File: src/rtl/core/ctc_pkg.sv
package ctc_pkg;

    localparam int unsigned MAX_CHUNK_DEF = 1024;

    localparam logic [2:0] EV_START   = 3'd0;
    localparam logic [2:0] EV_FETCH   = 3'd1;
    localparam logic [2:0] EV_ACK     = 3'd2;
    localparam logic [2:0] EV_CREQ    = 3'd3;
    localparam logic [2:0] EV_CHUNK   = 3'd4;
    localparam logic [2:0] EV_END     = 3'd5;
    localparam logic [2:0] EV_ABORT   = 3'd6;
    localparam logic [2:0] EV_LFETCH  = 3'd7;

    localparam logic [2:0] MK_NONE   = 3'd0;
    localparam logic [2:0] MK_ACK    = 3'd1;
    localparam logic [2:0] MK_REJECT = 3'd2;
    localparam logic [2:0] MK_REQ    = 3'd3;
    localparam logic [2:0] MK_SEND   = 3'd4;
    localparam logic [2:0] MK_ABORT  = 3'd5;
    localparam logic [2:0] MK_END    = 3'd6;
    localparam logic [2:0] MK_FETCH  = 3'd7;

    localparam logic [2:0] WE_NONE    = 3'd0;
    localparam logic [2:0] WE_BUSY    = 3'd1;
    localparam logic [2:0] WE_TOOBIG  = 3'd2;
    localparam logic [2:0] WE_UNSUP   = 3'd3;
    localparam logic [2:0] WE_INVSPEC = 3'd4;
    localparam logic [2:0] WE_WRFAIL  = 3'd5;

    localparam logic [3:0] RC_OK       = 4'd0;
    localparam logic [3:0] RC_BADMSG   = 4'd1;
    localparam logic [3:0] RC_REFUSED  = 4'd2;
    localparam logic [3:0] RC_CANCELED = 4'd3;
    localparam logic [3:0] RC_NODEV    = 4'd5;
    localparam logic [3:0] RC_EINVAL   = 4'd6;
    localparam logic [3:0] RC_OTHER    = 4'd7;
    localparam logic [3:0] RC_SENDFAIL = 4'd8;

    localparam logic [1:0] PH_IDLE  = 2'd0;
    localparam logic [1:0] PH_WAIT  = 2'd1;
    localparam logic [1:0] PH_SERVE = 2'd2;
    localparam logic [1:0] PH_RECV  = 2'd3;

    typedef struct packed {
        logic [2:0]  mode;
        logic [63:0] peer_node;
        logic [31:0] transfer_tag;
        logic [31:0] seq_number;
        logic [31:0] size_total;
        logic [15:0] chunk_len;
        logic [31:0] byte_offset;
        logic        success_flag;
        logic [15:0] crc_value;
        logic [1:0]  endpoint_status;
        logic [1:0]  finish_status;
        logic        send_failed;
    } t_event;

    typedef struct packed {
        logic [2:0]  msg_kind;
        logic [63:0] dest_node;
        logic [31:0] msg_transfer;
        logic [31:0] msg_seq;
        logic [31:0] msg_offset;
        logic [15:0] msg_length;
        logic [31:0] msg_size;
        logic [15:0] msg_crc;
        logic        msg_success;
        logic [2:0]  msg_error;
        logic [3:0]  return_code;
        logic        last_of_run;
    } t_msg;

    typedef struct packed {
        logic [1:0]  phase;
        logic [63:0] peer_id;
        logic [31:0] xfer_id;
        logic [31:0] size;
        logic [31:0] rcvd;
        logic [15:0] blk_size;
        logic [15:0] crc;
    } t_xfer_state;

    function automatic logic [2:0] wire_err(input logic [1:0] st);
        case (st)
            2'd1:    return WE_UNSUP;
            2'd2:    return WE_INVSPEC;
            default: return WE_WRFAIL;
        endcase
    endfunction

    function automatic logic [3:0] ret_err(input logic [1:0] st);
        case (st)
            2'd1:    return RC_NODEV;
            2'd2:    return RC_EINVAL;
            default: return RC_OTHER;
        endcase
    endfunction

    function automatic t_msg msg_clear();
        return '0;
    endfunction

endpackage

File: src/rtl/core/ctc_decide.sv
// Event decode: next transfer state and up to two outgoing messages.
module ctc_decide
    import ctc_pkg::*;
#(
    parameter int unsigned MAX_CHUNK = MAX_CHUNK_DEF
) (
    input  t_event      i_ev,
    input  t_xfer_state i_st,
    output t_xfer_state o_st,
    output t_msg        o_m0,
    output t_msg        o_m1,
    output logic        o_two
);
    localparam logic [15:0] MAXC = 16'(MAX_CHUNK);

    logic        match;
    logic [31:0] rem;
    logic [31:0] newcnt;
    logic [31:0] left;
    logic [31:0] clen32;
    logic [3:0]  rc;
    logic        start_bad;

    assign match  = (i_ev.peer_node == i_st.peer_id) && (i_ev.transfer_tag == i_st.xfer_id);
    assign clen32 = {16'd0, i_ev.chunk_len};
    assign rem    = i_st.size - i_st.rcvd;
    assign newcnt = i_st.rcvd + clen32;
    assign left   = i_st.size - newcnt;
    assign start_bad = (i_ev.size_total == '0) || (i_ev.chunk_len == '0)
                       || (i_ev.chunk_len > MAXC);

    always_comb begin
        o_st  = i_st;
        o_m0  = msg_clear();
        o_m1  = msg_clear();
        o_two = 1'b0;
        rc    = RC_OK;
        unique case (i_ev.mode)
            EV_START: begin
                if (i_st.phase != PH_IDLE || start_bad || i_ev.endpoint_status != 2'd0) begin
                    o_m0.msg_kind  = MK_REJECT;
                    o_m0.msg_error = (i_st.phase != PH_IDLE) ? WE_BUSY :
                                     start_bad ? WE_TOOBIG : wire_err(i_ev.endpoint_status);
                    rc = i_ev.send_failed ? RC_SENDFAIL : RC_OK;
                end else begin
                    o_m0.msg_kind    = MK_ACK;
                    o_m0.msg_length  = i_ev.chunk_len;
                    o_m0.msg_size    = i_ev.size_total;
                    o_m0.msg_crc     = i_ev.crc_value;
                    o_m0.msg_success = 1'b1;
                    if (i_ev.send_failed) begin
                        o_st = '0;
                        rc   = RC_SENDFAIL;
                    end else begin
                        o_st.phase      = PH_RECV;
                        o_st.peer_id    = i_ev.peer_node;
                        o_st.xfer_id    = i_ev.transfer_tag;
                        o_st.size       = i_ev.size_total;
                        o_st.rcvd       = '0;
                        o_st.blk_size   = i_ev.chunk_len;
                        o_st.crc        = i_ev.crc_value;
                        o_two           = 1'b1;
                        o_m1.msg_kind   = MK_REQ;
                        o_m1.dest_node  = i_ev.peer_node;
                        o_m1.msg_transfer = i_ev.transfer_tag;
                        o_m1.msg_length = (i_ev.size_total < clen32) ?
                                          i_ev.size_total[15:0] : i_ev.chunk_len;
                    end
                end
                o_m0.dest_node    = i_ev.peer_node;
                o_m0.msg_transfer = i_ev.transfer_tag;
                o_m0.msg_seq      = i_ev.seq_number;
            end
            EV_FETCH: begin
                o_m0.dest_node    = i_ev.peer_node;
                o_m0.msg_transfer = i_ev.transfer_tag;
                o_m0.msg_seq      = i_ev.seq_number;
                if (i_st.phase != PH_IDLE || i_ev.endpoint_status != 2'd0
                    || i_ev.size_total == '0) begin
                    o_m0.msg_kind  = MK_REJECT;
                    o_m0.msg_error = (i_st.phase != PH_IDLE) ? WE_BUSY :
                                     (i_ev.endpoint_status != 2'd0) ?
                                     wire_err(i_ev.endpoint_status) : WE_INVSPEC;
                    rc = i_ev.send_failed ? RC_SENDFAIL : RC_OK;
                end else begin
                    o_m0.msg_kind    = MK_ACK;
                    o_m0.msg_length  = MAXC;
                    o_m0.msg_size    = i_ev.size_total;
                    o_m0.msg_crc     = i_ev.crc_value;
                    o_m0.msg_success = 1'b1;
                    if (i_ev.send_failed) begin
                        rc = RC_SENDFAIL;
                    end else begin
                        o_st.phase      = PH_SERVE;
                        o_st.peer_id    = i_ev.peer_node;
                        o_st.xfer_id    = i_ev.transfer_tag;
                        o_st.size       = i_ev.size_total;
                        o_st.rcvd       = '0;
                        o_st.blk_size   = MAXC;
                        o_st.crc        = i_ev.crc_value;
                    end
                end
            end
            EV_ACK: begin
                if (i_st.phase != PH_WAIT || !match) begin
                    rc = RC_BADMSG;
                end else if (!i_ev.success_flag) begin
                    o_st = '0;
                    rc   = RC_REFUSED;
                end else if (start_bad) begin
                    o_st = '0;
                    rc   = RC_BADMSG;
                end else if (i_ev.endpoint_status != 2'd0) begin
                    o_m0.msg_kind     = MK_ABORT;
                    o_m0.dest_node    = i_st.peer_id;
                    o_m0.msg_transfer = i_st.xfer_id;
                    o_m0.msg_error    = wire_err(i_ev.endpoint_status);
                    rc   = ret_err(i_ev.endpoint_status);
                    o_st = '0;
                end else begin
                    o_st.phase        = PH_RECV;
                    o_st.size         = i_ev.size_total;
                    o_st.crc          = i_ev.crc_value;
                    o_st.blk_size     = i_ev.chunk_len;
                    o_st.rcvd         = '0;
                    o_m0.msg_kind     = MK_REQ;
                    o_m0.dest_node    = i_st.peer_id;
                    o_m0.msg_transfer = i_st.xfer_id;
                    o_m0.msg_length   = (i_ev.size_total < clen32) ?
                                        i_ev.size_total[15:0] : i_ev.chunk_len;
                    rc = i_ev.send_failed ? RC_SENDFAIL : RC_OK;
                end
            end
            EV_CREQ: begin
                if (i_st.phase != PH_SERVE || !match || i_ev.chunk_len == '0
                    || i_ev.chunk_len > i_st.blk_size || i_ev.byte_offset >= i_st.size
                    || clen32 > (i_st.size - i_ev.byte_offset)) begin
                    rc = RC_BADMSG;
                end else if (i_ev.endpoint_status != 2'd0) begin
                    o_m0.msg_kind     = MK_ABORT;
                    o_m0.dest_node    = i_st.peer_id;
                    o_m0.msg_transfer = i_st.xfer_id;
                    o_m0.msg_error    = wire_err(i_ev.endpoint_status);
                    rc   = ret_err(i_ev.endpoint_status);
                    o_st = '0;
                end else begin
                    o_m0.msg_kind     = MK_SEND;
                    o_m0.dest_node    = i_st.peer_id;
                    o_m0.msg_transfer = i_st.xfer_id;
                    o_m0.msg_seq      = i_ev.seq_number;
                    o_m0.msg_offset   = i_ev.byte_offset;
                    o_m0.msg_length   = i_ev.chunk_len;
                    rc = i_ev.send_failed ? RC_SENDFAIL : RC_OK;
                end
            end
            EV_CHUNK: begin
                if (i_st.phase != PH_RECV || !match || i_ev.byte_offset != i_st.rcvd
                    || i_ev.chunk_len == '0 || i_ev.chunk_len > i_st.blk_size
                    || clen32 > rem) begin
                    rc = RC_BADMSG;
                end else if (i_ev.endpoint_status != 2'd0) begin
                    o_m0.msg_kind     = MK_ABORT;
                    o_m0.dest_node    = i_st.peer_id;
                    o_m0.msg_transfer = i_st.xfer_id;
                    o_m0.msg_error    = wire_err(i_ev.endpoint_status);
                    rc   = ret_err(i_ev.endpoint_status);
                    o_st = '0;
                end else if (newcnt == i_st.size) begin
                    o_m0.msg_kind     = MK_END;
                    o_m0.dest_node    = i_st.peer_id;
                    o_m0.msg_transfer = i_st.xfer_id;
                    o_m0.msg_size     = newcnt;
                    o_m0.msg_crc      = i_st.crc;
                    o_m0.msg_success  = (i_ev.finish_status == 2'd0);
                    o_m0.msg_error    = (i_ev.finish_status == 2'd0) ? WE_NONE :
                                        wire_err(i_ev.finish_status);
                    rc   = (i_ev.finish_status == 2'd0) ? RC_OK : ret_err(i_ev.finish_status);
                    o_st = '0;
                end else begin
                    o_st.rcvd         = newcnt;
                    o_m0.msg_kind     = MK_REQ;
                    o_m0.dest_node    = i_st.peer_id;
                    o_m0.msg_transfer = i_st.xfer_id;
                    o_m0.msg_offset   = newcnt;
                    o_m0.msg_length   = (left < {16'd0, i_st.blk_size}) ?
                                        left[15:0] : i_st.blk_size;
                    rc = i_ev.send_failed ? RC_SENDFAIL : RC_OK;
                end
            end
            EV_END: begin
                if (i_st.phase != PH_SERVE || !match) begin
                    rc = RC_BADMSG;
                end else begin
                    o_st = '0;
                    rc   = i_ev.success_flag ? RC_OK : RC_CANCELED;
                end
            end
            EV_ABORT: begin
                if (i_st.phase == PH_IDLE || !match) begin
                    rc = RC_BADMSG;
                end else begin
                    o_st = '0;
                    rc   = RC_CANCELED;
                end
            end
            default: begin
                if (i_st.phase != PH_IDLE) begin
                    rc = RC_EINVAL;
                end else begin
                    o_m0.msg_kind     = MK_FETCH;
                    o_m0.dest_node    = i_ev.peer_node;
                    o_m0.msg_transfer = i_ev.transfer_tag;
                    if (i_ev.send_failed) begin
                        rc = RC_SENDFAIL;
                    end else begin
                        o_st         = '0;
                        o_st.phase   = PH_WAIT;
                        o_st.peer_id = i_ev.peer_node;
                        o_st.xfer_id = i_ev.transfer_tag;
                    end
                end
            end
        endcase
        o_m0.return_code = rc;
        o_m1.return_code = rc;
        o_m0.last_of_run = !o_two;
        o_m1.last_of_run = 1'b1;
    end
endmodule

File: src/rtl/core/chunked_transfer_coordinator.sv
// Chunked transfer coordinator.
// Input channel: one transfer event per request (i_valid / o_stall, payload
// i_ev). Output channel: result messages (o_valid / i_stall, payload o_msg).
// Each event gives one or two results; last_of_run marks the final one.
// An event is registered, decoded combinationally, and its results land in a
// four-entry output queue. Throughput: one request per cycle for single-result
// events while o_stall is low; an event with two results (start accepted and
// its ACK sent) writes both to the queue, which hands them out one at a time.
// The decode uses the transfer state as updated by the previous event, so
// back-to-back events see a consistent state.
// When the receiver stalls, results wait in the queue; o_stall rises once
// the queue cannot take the results of the event still in the input
// register plus the worst case of two more.
// Reset (synchronous, active low) clears the transfer state to idle with
// all fields zero and empties both the input register and the queue.
module chunked_transfer_coordinator
    import ctc_pkg::*;
#(
    parameter int unsigned MAX_CHUNK = MAX_CHUNK_DEF
) (
    input  logic   i_clk,
    input  logic   i_rst_n,
    input  logic   i_valid,
    output logic   o_stall,
    input  t_event i_ev,
    output logic   o_valid,
    input  logic   i_stall,
    output t_msg   o_msg
);
    t_event      r_ev;
    logic        r_ev_vld;
    t_xfer_state r_st;
    t_xfer_state n_st;
    t_msg        m0;
    t_msg        m1;
    logic        two;

    // result queue, four entries
    t_msg        r_q [4];
    logic [1:0]  r_rd;
    logic [1:0]  r_wr;
    logic [2:0]  r_cnt;
    logic        pop;
    logic        push;
    logic [2:0]  n_cnt;
    logic [2:0]  push_cnt;

    ctc_decide #(.MAX_CHUNK(MAX_CHUNK)) u_decide (
        .i_ev  (r_ev),
        .i_st  (r_st),
        .o_st  (n_st),
        .o_m0  (m0),
        .o_m1  (m1),
        .o_two (two)
    );

    // results the registered event adds at the next edge
    assign push_cnt = !r_ev_vld ? 3'd0 : (two ? 3'd2 : 3'd1);
    // keep room for those plus two from an event accepted now
    assign o_stall = (r_cnt + push_cnt) > 3'd2;
    assign push    = r_ev_vld;
    assign pop     = o_valid && !i_stall;
    assign o_valid = (r_cnt != 3'd0);
    assign o_msg   = r_q[r_rd];

    always_comb begin
        n_cnt = r_cnt - {2'd0, pop};
        if (push) begin
            n_cnt = n_cnt + (two ? 3'd2 : 3'd1);
        end
    end

    always_ff @(posedge i_clk) begin
        if (!i_rst_n) begin
            r_ev_vld <= 1'b0;
            r_st     <= '0;
            r_rd     <= '0;
            r_wr     <= '0;
            r_cnt    <= '0;
        end else begin
            r_ev_vld <= i_valid && !o_stall;
            r_cnt    <= n_cnt;
            if (pop) begin
                r_rd <= r_rd + 2'd1;
            end
            if (push) begin
                r_st <= n_st;
                r_wr <= r_wr + (two ? 2'd2 : 2'd1);
            end
        end
    end

    always_ff @(posedge i_clk) begin
        if (i_valid && !o_stall) begin
            r_ev <= i_ev;
        end
        if (push) begin
            r_q[r_wr] <= m0;
            if (two) begin
                r_q[r_wr + 2'd1] <= m1;
            end
        end
    end
endmodule
File: config.mk
export PLATFORM = sky130hd
export DESIGN_NAME = chunked_transfer_coordinator
export DESIGN_NICKNAME = d
export VERILOG_FILES = /design/src/rtl/core/ctc_pkg.sv /design/src/rtl/core/ctc_decide.sv /design/src/rtl/core/chunked_transfer_coordinator.sv
export SDC_FILE = /design/constraint.sdc
export NUM_CORES = 2
export LEC_CHECK = 0
export ABC_CLOCK_PERIOD_IN_PS = 14250
export BUFFER_PORTS_ARGS = -buffer_cell sky130_fd_sc_hd__buf_2
export CORE_ASPECT_RATIO = 1.1
export CORE_MARGIN = 2
export CORE_UTILIZATION = 55
export CTS_BUF_LIST = sky130_fd_sc_hd__clkbuf_8 sky130_fd_sc_hd__clkbuf_16
export DETAILED_ROUTE_END_ITERATION = 7
export HOLD_SLACK_MARGIN = 0.03
export PLACE_DENSITY = 0.84
export REMOVE_ABC_BUFFERS = 1
export SLEW_MARGIN = 20
export SYNTH_ARGS = -nofsm -noshare
export SYNTH_HDL_FRONTEND = slang
export SYNTH_SLANG_ARGS = --single-unit
File: constraint.sdc
create_clock -name i_clk -period 14.25 [get_ports i_clk]
set_input_delay 2.85 -clock i_clk [delete_from_list [all_inputs] [get_ports i_clk]]
set_output_delay 2.85 -clock i_clk [all_outputs]
set_load 0.01 [all_outputs]
==> impl_results.md <==
- Post-Syn Area: 0.0687 mm2
- First-pass GRT wire length: between 300 and 400 mm
- Post_cts resized: 0
- Max Clock Skew: just under 80 ps
- Power Total: between 0.01 and 0.015 W
- Final hold vios: 0
- Setup violators final: 0
- Post-synth top flop: edfxtp_1
- Die footprint: between 0.1 and 0.15 mm2
- Cts bufs inserted: about 140
- Final worst path period need: roughly 8700 ps
- Hold Buf Count CTS: 0
- R2R Setup Slk: between 5000 and 6000 ps
- Multi-input gate area: ~0.032 mm2
- All-layer global routing usage: 36.0%
- Syn-to-layout area delta: 12.2%
- Unique masters post-synth: between 90 and 100
- Synthesis-stage register bit count: 1,381
- Post-layout util: between 60% and 70%
- H-Tree Depth: 4
- Largest net degree at the start of global routing: 175
- DR vias/cell: a little under 7
- RSZ-0062 raised after global routing: false
- Wire length per cell: 27.4 um
- I/O Pins: roughly 480
- PD cells: about 140 mW/mm2
- Placeable core region: ~0.12 mm2
- Post-Route Setup TNS: 0 ps
- Die Ht: roughly 370 um
- Post-synthesis compound-gate area fraction: between 10% and 20%
- Routed vias: about 60,000
- Fmax: approximately 120 MHz
- Least-Margin Pin Slew: 1250 ps
- CP top delay family: compound AO/OA/AOI/OAI gates
- Simple-gate share of the synthesized area: between 10% and 20%
- FFs w/ async S/R, synth: 0%
- Die width: approximately 340 um
- Fillcell total: 9,520
- Register area: about 0.035 mm2
- Main combinational cell family by area after synthesis: compound AO/OA/AOI/OAI gates
- CP Capture Type: flop
- IO Port Bufs: 474
- Syn Inst Count: roughly 6,700
- Failing checks: design-rule violations
- Pre-antenna DRT Iters: 8
- DRT iter0 DRCs: about 8,400
- Count of pins over their slew limit: 0
- Post-synthesis xor/xnor area fraction: ~2.8%
- Hold Path Class: reg2reg
- Crit path max fanout: 15
- Post-route ant nets: 0
- DRC errors left: 11
- Crit-path slowest cell: edfxtp_1
- Overflow after GRT: 0
- Initial Utilization: 55.6%
- Site Rows: roughly 140
- Hpwl dp: approximately 150 mm
- Fin crit share: approximately 60%
- Slew HR: approximately 17%
- Root buffer cell: clkbuf_16
- Status: finished with violations
- Synth Area in Adders: between 3 and 4%
- Maximum clock path buffer count: 3
- Peak VDD IR: ~0.15 mV
- CTS tree: done
- Static Leak: around 28 nW
- Initial antenna violation count: 33
- Post-CTS Setup Inserts: 0
- Mux cell area share after synthesis: 8.28%
- Seq/Total Area, Yosys: 50.5%
- Crit start category: flop
- Gpl congestion: about 1.0
- Vias in the first global route: around 57,000
- Max Cap Viol: 0
- Clock latency on the worst-skew pair: 850 ps
- Mean Syn Cell Area: 10.3 um2
- Share of cells above drive strength 1: between 10% and 20%
- Worst setup path category: reg2reg
- Total Routed Length: about 240 mm
- Buf/Inv on CP: 2
- Layout net count: 7,314
- EDFF count, synth: 705
- Yosys Warn Count: 0
- Sink Count: 1,381
- Crit-path max cell delay: ~700 ps
- Arrival time at the worst endpoint: approximately 9200 ps
- CP required: 14,770 ps
- Clk slew on worst S/H paths: ~60 ps
## path summary, 6_finish.rpt
| check | startpoint | to | cells after the start |
|---|---|---|---|
| setup / recovery | r_ev[55] | r_q[1][68] | 30 |
| hold / removal | r_q[2][99] | r_q[2][99] | 2 |
| setup reg to reg | r_ev[55] | r_q[1][68] | 30 |
| hold reg to reg | r_q[2][99] | r_q[2][99] | 2 |
## logic make-up after synthesis
family,count (synthesis)
AO/OA/AOI/OAI,2207
adder cells (fa/ha/maj),199
XOR/XNOR,218
AND/OR/NAND/NOR,1714
multiplexers,271
flip-flops,1381
buffers and inverters,695
## state kept, by name (all words and copies together) (netlist names), named ones only
name   flops
r_rd       2
r_q      944
r_ev     233
r_cnt      3
push       1
r_wr       2
r_st     194
## worst reg2reg max path: cells and delay by family (launching register included)
| kind | cells | cell delay (ps) |
|---|---|---|
| and+or+nand+nor | 6 | 1530 |
| buffers and inverters | 2 | 260 |
| adders and majority gates | 3 | 1160 |
| muxes | 1 | 470 |
| DFF | 1 | 680 |
| AOI/OAI and AO/OA | 16 | 3810 |
| xor gates and xnor gates | 2 | 450 |
## area by class of cell
type	count	area share, %
Inverter	195	0.976
Sequential cell	1381	45.0
Timing Repair Buffer	548	3.86
Antenna cell	8	0.0260
Multi-Input combinational cell	4609	41.1
Clock buffer	164	5.03
Clock inverter	103	1.33
Tap cell	1644	2.67
## synth_stat cells, types with 10 or more instances
library cell | n | area [um2]
xor2_1 | 132 | 1160
a21oi_1 | 123 | 616
or3_1 | 43 | 269
o31ai_1 | 12 | 90.1
a21boi_0 | 37 | 278
nand2b_1 | 32 | 200
mux4_2 | 236 | 5320
clkbuf_1 | 445 | 1670
edfxtp_1 | 705 | 21200
mux2_2 | 15 | 169
inv_1 | 194 | 728
a22o_1 | 133 | 1160
a31oi_1 | 20 | 125
dfxtp_1 | 676 | 13500
nand4_1 | 64 | 400
o22ai_1 | 60 | 375
a222oi_1 | 10 | 100
ha_1 | 192 | 2400
o221ai_1 | 11 | 96.3
buf_1 | 47 | 176
xnor2_1 | 86 | 753
and3_1 | 25 | 156
a21o_1 | 60 | 450
nand3_1 | 514 | 2570
a32oi_1 | 33 | 289
a211oi_1 | 18 | 135
mux2i_1 | 20 | 200
o211a_1 | 10 | 100
a22oi_1 | 158 | 1190
o211ai_1 | 26 | 195
nor4_1 | 47 | 294
o21ai_0 | 1362 | 6820
nor3b_1 | 11 | 82.6
nor3_1 | 53 | 265
o21a_1 | 28 | 210
nand2_1 | 308 | 1160
nor2b_1 | 24 | 150
o21bai_1 | 24 | 180
nor2_1 | 531 | 1990
and2_1 | 25 | 156
## stage by stage
step / hold WS [ps] / worst slack, ps / area, um2 / cells
finish: 455 / 5570 / 77100 / 8652
global route: 484 / 5050 / 77000 / 8648
CTS: 455 / 5720 / 77000 / 8644
detailed placement: 440 / 5860 / 72100 / 8377
global placement: 430 / 6170 / 72100 / 8377
floorplan: 420 / -270 / 66800 / 6185
## cells in the final DEF, fill, tap and decap left out, drive strengths merged, types with 26 or more instances in the layout
| master | instances |
|---|---|
| a21boi | 37 |
| a21o | 60 |
| a21oi | 124 |
| a22o | 133 |
| a22oi | 158 |
| a32oi | 33 |
| and2 | 26 |
| buf | 548 |
| clkbuf | 164 |
| clkinv | 51 |
| dfxtp | 676 |
| edfxtp | 705 |
| ha | 192 |
| inv | 236 |
| mux4 | 236 |
| nand2 | 308 |
| nand2b | 32 |
| nand3 | 515 |
| nand4 | 64 |
| nor2 | 531 |
| nor3 | 53 |
| nor4 | 47 |
| o211ai | 26 |
| o21a | 28 |
| o21ai | 1364 |
| o22ai | 60 |
| or3 | 43 |
| xnor2 | 86 |
| xor2 | 132 |
## power breakdown
group	switching, W	leakage (nW)	total [W]	internal [W]
combinational	0.00148	13.1	0.00241	0.000935
clock	0.00171	2.53	0.00385	0.00214
sequential	0.000342	12.1	0.00488	0.00454
total	0.00353	27.8	0.0111	0.00761
## layer usage
| metal | wire length, um | vias to the layer above | global-route usage, % |
|---|---|---|---|
| li1 | - | 25500 | - |
| met4 | 14900 | 52 | 20.9 |
| met5 | 425 | - | 0.720 |
| met1 | 82600 | 28500 | 44.9 |
| met3 | 31500 | 979 | 10.3 |
| met2 | 108000 | 4518 | 56.0 |
Power figures use the tool's default switching activity.
